===== src/i2csrm_pkg.sv =====
// Package for the I2C slave register memory: transfer structs, event codes,
// transaction phase type and the control struct between controller and top level.
// No dependencies.
package i2csrm_pkg;

	localparam int MEM_DEPTH_DEF = 4096;

	localparam logic [1:0] EV_STOP  = 2'd0;
	localparam logic [1:0] EV_MATCH = 2'd1;
	localparam logic [1:0] EV_DATA  = 2'd2;
	localparam logic [1:0] EV_ERROR = 2'd3;

	typedef enum logic [2:0] {
		PH_UNINIT = 3'd0,
		PH_ERROR  = 3'd1,
		PH_HIGH   = 3'd2,
		PH_LOW    = 3'd3,
		PH_LEGAL  = 3'd4
	} phase_t;

	typedef struct packed {
		logic [1:0] mode;
		logic       is_write;
		logic [7:0] write_byte;
	} in_item_t;

	typedef struct packed {
		logic [7:0] send_byte;
		logic       is_dummy;
	} out_item_t;

	typedef struct packed {
		logic wr_en;
		logic rd_en;
		logic dummy;
	} mem_ctl_t;

endpackage


===== src/i2csrm_ctrl.sv =====
// Transaction controller: phase and address pointer, memory access decode.
// Depends on i2csrm_pkg.
module i2csrm_ctrl #(
	parameter int MEM_DEPTH = i2csrm_pkg::MEM_DEPTH_DEF,
	localparam int IW = (MEM_DEPTH > 1) ? $clog2(MEM_DEPTH) : 1
) (
	input  logic                 clk,
	input  logic                 arst_n,
	input  logic                 accept,
	input  i2csrm_pkg::in_item_t item,
	output i2csrm_pkg::mem_ctl_t ctl,
	output logic [IW-1:0]        ptr
);
	import i2csrm_pkg::*;

	phase_t        phase_q, phase_d;
	logic [IW-1:0] ptr_q, ptr_d;
	logic [IW-1:0] ptr_adv;
	logic [IW-1:0] hi_tab [256];
	logic [IW-1:0] lo_tab [256];
	logic [IW:0]   low_sum;
	logic [IW-1:0] low_ptr;

	// (byte << 8) mod depth and byte mod depth, resolved at elaboration
	for (genvar g = 0; g < 256; g++) begin : g_tab
		localparam int HiMod = (g * 256) % MEM_DEPTH;
		localparam int LoMod = g % MEM_DEPTH;
		assign hi_tab[g] = IW'(HiMod);
		assign lo_tab[g] = IW'(LoMod);
	end

	assign ptr_adv = (ptr_q == IW'(MEM_DEPTH - 1)) ? '0 : ptr_q + 1'b1;
	assign low_sum = {1'b0, ptr_q} + {1'b0, lo_tab[item.write_byte]};
	assign low_ptr = (low_sum >= (IW + 1)'(MEM_DEPTH)) ?
		IW'(low_sum - (IW + 1)'(MEM_DEPTH)) : IW'(low_sum);

	always_comb begin
		phase_d = phase_q;
		ptr_d   = ptr_q;
		if (accept) begin
			case (item.mode)
				EV_MATCH: begin
					if (item.is_write) begin
						phase_d = PH_HIGH;
						ptr_d   = '0;
					end else if (phase_q == PH_LEGAL) begin
						phase_d = PH_UNINIT;
						ptr_d   = ptr_adv;
					end else begin
						phase_d = PH_ERROR;
					end
				end
				EV_DATA: begin
					if (item.is_write) begin
						case (phase_q)
							PH_HIGH: begin
								phase_d = PH_LOW;
								ptr_d   = hi_tab[item.write_byte];
							end
							PH_LOW: begin
								phase_d = PH_LEGAL;
								ptr_d   = low_ptr;
							end
							default: begin
								ptr_d = ptr_adv;
							end
						endcase
					end else if (!(phase_q inside {PH_LEGAL, PH_ERROR})) begin
						ptr_d = ptr_adv;
					end
				end
				default: begin
				end
			endcase
		end
	end

	always_comb begin
		ctl = '0;
		if (accept) begin
			case (item.mode)
				EV_MATCH: begin
					if (!item.is_write) begin
						ctl.rd_en = (phase_q == PH_LEGAL);
						ctl.dummy = (phase_q != PH_LEGAL);
					end
				end
				EV_DATA: begin
					if (item.is_write) begin
						ctl.wr_en = !(phase_q inside {PH_HIGH, PH_LOW});
					end else begin
						ctl.dummy = (phase_q inside {PH_LEGAL, PH_ERROR});
						ctl.rd_en = !(phase_q inside {PH_LEGAL, PH_ERROR});
					end
				end
				default: begin
				end
			endcase
		end
	end

	always_ff @(posedge clk or negedge arst_n) begin
		if (!arst_n) begin
			phase_q <= PH_UNINIT;
			ptr_q   <= '0;
		end else begin
			phase_q <= phase_d;
			ptr_q   <= ptr_d;
		end
	end

	assign ptr = ptr_q;

endmodule


===== config.mk =====
export PLATFORM = sky130hd
export DESIGN_NAME = i2csrm_ctrl
export DESIGN_NICKNAME = d
export VERILOG_FILES = /design/src/i2csrm_pkg.sv /design/src/i2csrm_ctrl.sv
export SDC_FILE = /design/constraint.sdc
export NUM_CORES = 1
export LEC_CHECK = 0
export BUFFER_PORTS_ARGS = -buffer_cell sky130_fd_sc_hd__buf_2
export CAP_MARGIN = 20
export CORE_ASPECT_RATIO = 2
export CORE_MARGIN = 10
export CORE_UTILIZATION = 60
export DETAILED_ROUTE_END_ITERATION = 8
export GPL_TIMING_DRIVEN = 0
export PLACE_DENSITY = 0.85
export SLEW_MARGIN = 20
export SYNTH_ARGS = -nofsm -noshare
export SYNTH_HDL_FRONTEND = slang
export SYNTH_SLANG_ARGS = --single-unit

===== constraint.sdc =====
create_clock -name clk -period 3.7 [get_ports clk]
set_input_delay 0.555 -clock clk [delete_from_list [all_inputs] [get_ports clk]]
set_output_delay 0.555 -clock clk [all_outputs]
set_load 0.02 [all_outputs]

==> results of run 1 <==
## flip-flops by register name (all words and copies together) (netlist names)
signal / flops
phase_q: 3
ptr: 12
## cell type report
cell class | instances | area (µm²) | share of cell area, %
clock inverters | 1 | 5.00 | 0.278
multi-input cells | 169 | 1110 | 61.7
repair buffers | 28 | 140 | 7.79
flip-flops and latches | 15 | 375 | 20.9
inverters | 6 | 22.5 | 1.25
plain buffers | 9 | 68.8 | 3.83
clock buffers | 3 | 41.3 | 2.30
well taps | 28 | 35.0 | 1.95
## routing by layer
| metal | global-route usage, % | vias up | part of all wire (%) |
|---|---|---|---|
| met5 | 0 | - | 0 |
| met4 | 14.5 | 0 | 6.0 |
| met3 | 3.97 | 22 | 5.4 |
| met2 | 31.6 | 60 | 54 |
| met1 | 15.8 | 742 | 34 |
| li1 | - | 797 | - |
## layout by cell type, fill, tap and decap left out, drive strengths merged, types with 8 or more instances in the layout
master,Yosys,layout
nand2,18,18
a21oi,16,16
nor2,17,17
nand3,8,8
ha,11,11
dfrtp,15,15
o21ai,33,33
buf,9,37
## worst max-delay path: cells and delay by family, from the launching register on
family	cells	cell delay [ns]
AOI/OAI and AO/OA	5	1.05
adders and majority gates	2	0.68
DFF	1	0.46
and+or+nand+nor	1	0.18
## power groups by stage
stage,Clock [mW],Sequential (mW),Combinational (mW)
2_1_floorplan,0,0.275,0.295
3_3_place_gp,0,0.255,0.422
3_5_place_dp,0,0.255,0.437
4_1_cts,0.139,0.253,0.441
5_1_grt,0.150,0.260,0.491
6_report,0.139,0.253,0.440
## per-stage QoR
step / hold WS (ns) / utilization, % / power [mW] / area, µm²
after floorplan: 0.259 / - / 0.571 / 1580
after global placement: 0.479 / 69.0 / 0.677 / 1750
after detailed placement: 0.483 / 69.0 / 0.692 / 1750
after CTS: 0.213 / 70.9 / 0.833 / 1800
after global routing: 0.222 / 70.9 / 0.901 / 1800
final: 0.199 / 70.9 / 0.833 / 1800
## cell families (layout without fill, tap and decap cells)
family	Yosys count	count (layout)	synth area share, %
compound gates	73	73	30.2
xor+xnor	9	9	5.00
fa+ha+maj	12	12	10.0
buf+inv	15	47	5.79
flops	15	15	23.8
mux	1	1	0.635
simple gates	74	74	24.6
## worst max-delay path by stage
| stage | slack [ns] | endpoint |
|---|---|---|
| 4_1_cts | 1.23 | ptr[10]$_DFFE_PN0P_ |
| 5_1_grt | 1.08 | ptr[10]$_DFFE_PN0P_ |
| 6_report | 1.22 | ptr[10]$_DFFE_PN0P_ |
| 2_1_floorplan | 1.37 | ptr[10]$_DFFE_PN0P_ |
| 3_5_place_dp | 1.01 | ptr[10]$_DFFE_PN0P_ |
| 3_3_place_gp | 1.05 | ptr[10]$_DFFE_PN0P_ |
==> metrics.csv, run 1 <==
metric;value;unit
status;finished, final reports clean;
cts_hold_buffers;0;
drtAntennaViolNets;0;
syn-cell-area;1580;µm²
rsz0062_at_grt;false;
async_flop_share;100;%
grt_max_degree;16;
n_fill_cell;235;
worstReg2RegStart;ptr[0]$_DFFE_PN0P_;
ff2ff_setup_slack;1.22;ns
netSwitchingFraction;45.9;%
stdcell_count;259;
yosysSeqAreaShare;23.8;%
firstDrtPassIters;4;
cts_buffer_depth;2;
fin_worst_skew;0.00201;ns
finalCritPeriodShare;67.1;%
power_frac_comb;52.9;%
fmax;403;MHz
drc;0;
worstPathCellList;ha_1, fa_1, a21oi_2, o211ai_1, o41a_1, nor4b_2, a211oi_2, o2bb2ai_1;
drt-total-wl;4350;µm
end_kind;flop;
rr_worst_depth;8;
power_frac_clock;16.7;%
synth_common_cells;nand2_1, nor2_1;
yosys-top-cells-area;dfrtp_1, ha_1, a21oi_1;
path_class;flop to flop;
numCtsBuffers;3;
drtIter0Drc;62;
hold_path_class;input port to async pin;
critPathArrivalTime;2.62;ns
post_cts_buffers;0;
placedCellCount;255;
synth_warnings;0;
antenna_found_initial;0;
drive_above_1_share;23.8;%
critPathRequiredTime;3.84;ns
ioPinCount;29;
clkLatencyLatePin;0.25;ns
avgViaCountPerCell;6.26;
grt_pass1_vias;1805;
syn_nets;225;
seq_power_share;30.4;%
io_buffer_count;28;
yosysTopAreaCell;dfrtp_1;
fp.dieArea;5200;µm²
hold_viol;0;
crit_fanout;8;
place_ws;1.01;ns
start_util;62.1;%
power_density;463;nW/µm²
ys_ff_latch;15;
period_needed;2.48;ns
core_area;2540;µm²
slowest_stage;dfrtp_1;
syn_area_per_cell;7.92;µm²
synth.distinct_cells;53;
ctsHtreeMaxLevel;1;
internal_power;0.451;mW
maxSlewViolCount;0;
rows;26;
cts_resized;0;
setup_tns;0;ns
netlist.area_leader.share;23.8;%
gp_congestion;0.871;
synthCells;199;
grt_first_pass_wirelength;7690;µm
cts_sinks;15;
grtUsageTotal;17.5;%
cp-startpoint;ptr[0]$_DFFE_PN0P_;
worst_pin_slew;0.523;ns
die_w;56.2;µm
setup_viol;0;
wl_per_cell;16.8;µm
final_nets;258;
dp_hpwl;3540;µm
synthFlopType;dfrtp_1;
overflow;0;
cp-start-kind;flop;
drv_cap;0;
fin_ws;1.22;ns
clk_pin_slew;0.07;ns
cts_tree;yes;
relSlewSlack;65.2;%
areaGrowthSynthToFinish;14.0;%
vias;1621;
crit-reg2reg-capture;ptr[10]$_DFFE_PN0P_;
power_switching;0.382;mW
die_y;92.5;µm
slowest_delay;0.46;ns
cts_root_buf;clkbuf_8;
p_leak;0.820;nW
ir_worst_vdd;0.405;mV
diodes;0;
synth_edf_count;0;
(Power assumes the default switching activity.)
==> inputs of run 2 (changes only) <==
--- a/config.mk
+++ b/config.mk
@@ -9,10 +9,10 @@
 export CAP_MARGIN = 20
 export CORE_ASPECT_RATIO = 2
 export CORE_MARGIN = 10
-export CORE_UTILIZATION = 60
+export CORE_UTILIZATION = 50
 export DETAILED_ROUTE_END_ITERATION = 8
 export GPL_TIMING_DRIVEN = 0
-export PLACE_DENSITY = 0.85
+export PLACE_DENSITY = 0.76
 export SLEW_MARGIN = 20
 export SYNTH_ARGS = -nofsm -noshare
 export SYNTH_HDL_FRONTEND = slang
==> constraint.sdc (replaced) <==
create_clock -name clk -period 2.2 [get_ports clk]
set_input_delay 0.33 -clock clk [delete_from_list [all_inputs] [get_ports clk]]
set_output_delay 0.33 -clock clk [all_outputs]
set_load 0.02 [all_outputs]
==> run 2 against run 1 <==
Against the previous run:
- flip-flop and latch count did not move
- fmax rose by 12%
- core utilization fell by 7.2 points
- total power rose by 83%
- sequential power rose by 69%
- the run now ends with setup timing left
==> metrics.csv, run 2 (synthesis results as in run 1) <==
metric;value;unit
end_kind;flop;
cts_buffer_depth;2;
die_w;59.7;µm
layout_common_cells;buf_2, nor2_1, nand2_1;
placedCellCount;257;
worst_pin_slew;0.559;ns
start_util;52.3;%
path_buf_inv;0;
final_nets;266;
maxSlewViolCount;0;
ir_worst_vdd;0.547;mV
crit_fanout;2;
rows;28;
gp_congestion;0.901;
drtIter0Drc;45;
cp.depth;8;
cp-startpoint;ptr[0]$_DFFE_PN0P_;
hold_viol;0;
ctsHtreeMaxLevel;1;
hold_path_class;input port to flop;
finalCritPeriodShare;100;%
place_ws;-0.164;ns
die_y;99.4;µm
n_fill_cell;282;
critPathRequiredTime;2.34;ns
clk_pin_slew;0.07;ns
endpoint;ptr[10]$_DFFE_PN0P_;
fin_ws;-0.00681;ns
relSlewSlack;62.7;%
hold_path_depth;3;
cts_root_buf;clkbuf_8;
vias;1691;
ioPinCount;29;
p_leak;0.863;nW
clkLatencyLatePin;0.26;ns
stdcell_count;269;
cts_tree;yes;
grt_max_degree;16;
cts_sinks;15;
drt-total-wl;4570;µm
wl_per_cell;17.0;µm
violations;setup timing;
diodes;0;
worstPathCellList;ha_4, fa_2, a21oi_2, o211ai_1, o41a_1, nor4b_4, a211oi_2, o2bb2ai_1;
critPathArrivalTime;2.35;ns
antenna_found_initial;0;
drc;0;
core_area;3010;µm²
fp.dieArea;5940;µm²
rr_worst_depth;8;
setup_viol;1;
status;finished, violations left;
largest_reg_flops;12;
setup_tns;-0.00681;ns
io_buffer_count;28;
grtUsageTotal;15.4;%
rsz0062_at_grt;true;
firstDrtPassIters;4;
crit-reg2reg-capture;ptr[10]$_DFFE_PN0P_;
crit_family;compound AO/OA/AOI/OAI gates;
grt_first_pass_wirelength;7450;µm
regArea;378;µm²
ff2ff_setup_slack;-0.007;ns
overflow;0;
mostFrequentLayoutCell;buf_2;
power_density;794;nW/µm²
areaGrowthSynthToFinish;21.7;%
whs;0.449;ns
worstReg2RegStart;ptr[0]$_DFFE_PN0P_;
multi_input_area;1160;µm²
drive_above_1_share;29.3;%
slowest_stage;dfrtp_2;
fin_worst_skew;0.00209;ns
dp_hpwl;3540;µm
drv_cap;0;
grt_pass1_vias;1661;
avgViaCountPerCell;6.29;
fmax;453;MHz
slowest_delay;0.43;ns
path_class;flop to flop;
drtAntennaViolNets;0;
period_needed;2.21;ns
numCtsBuffers;3;
cp-start-kind;flop;
==> run 2: where the power goes <==
group	total (mW)	switching, mW	internal [mW]
combinational	0.861	0.487	0.374
sequential	0.427	0.0887	0.338
clock	0.236	0.110	0.126
==> run 2: stage by stage <==
stage	total power, mW	area, µm²	util [%]
after floorplan	0.965	1580	-
after global placement	1.15	1760	58.4
after detailed placement	1.16	1760	58.4
after CTS	1.44	1870	61.9
after global routing	1.63	1920	63.7
final	1.52	1920	63.7
==> run 2: layer usage <==
layer / wire length, µm / track usage, % / up-vias
met5: 0 / 0 / -
met1: 1540 / 14.1 / 797
met4: 154 / 6.08 / 0
li1: - / - / 812
met3: 242 / 2.93 / 14
met2: 2630 / 30.3 / 68
==> run 2: layout make-up <==
class	count	share of cell area (%)
Clock inverter	1	0.261
Clock buffer	3	2.15
Inverter	6	1.17
Buffer	9	3.59
Tap cell	30	1.96
Sequential cell	15	19.7
Timing Repair Buffer	36	10.6
Multi-Input combinational cell	169	60.6
==> run 2: repair_timing <==
item                       CTS  global route
pin swaps                    2             3
hold endpoints to repair    15             0
setup buffers                4             3
setup endpoints to repair    2             3
gates resized for setup      2             6
hold buffers                 1             0
==> run 2: tightest hold or removal path: stages <==
cell      delay, ns
buf_2          0.15
inv_2          0.12
a211oi_2       0.07
==> run 2: worst min path at each step <==
stage            start                     end  slack (ns)
2_1_floorplan   arst_n  phase_q[0]$_DFFE_PN0P_        0.03
3_3_place_gp    arst_n      ptr[2]$_DFFE_PN0P_        0.26
3_5_place_dp    arst_n      ptr[1]$_DFFE_PN0P_        0.27
4_1_cts        item[8]      ptr[2]$_DFFE_PN0P_        0.45
5_1_grt        item[8]      ptr[2]$_DFFE_PN0P_        0.49
6_report       item[8]      ptr[2]$_DFFE_PN0P_        0.45
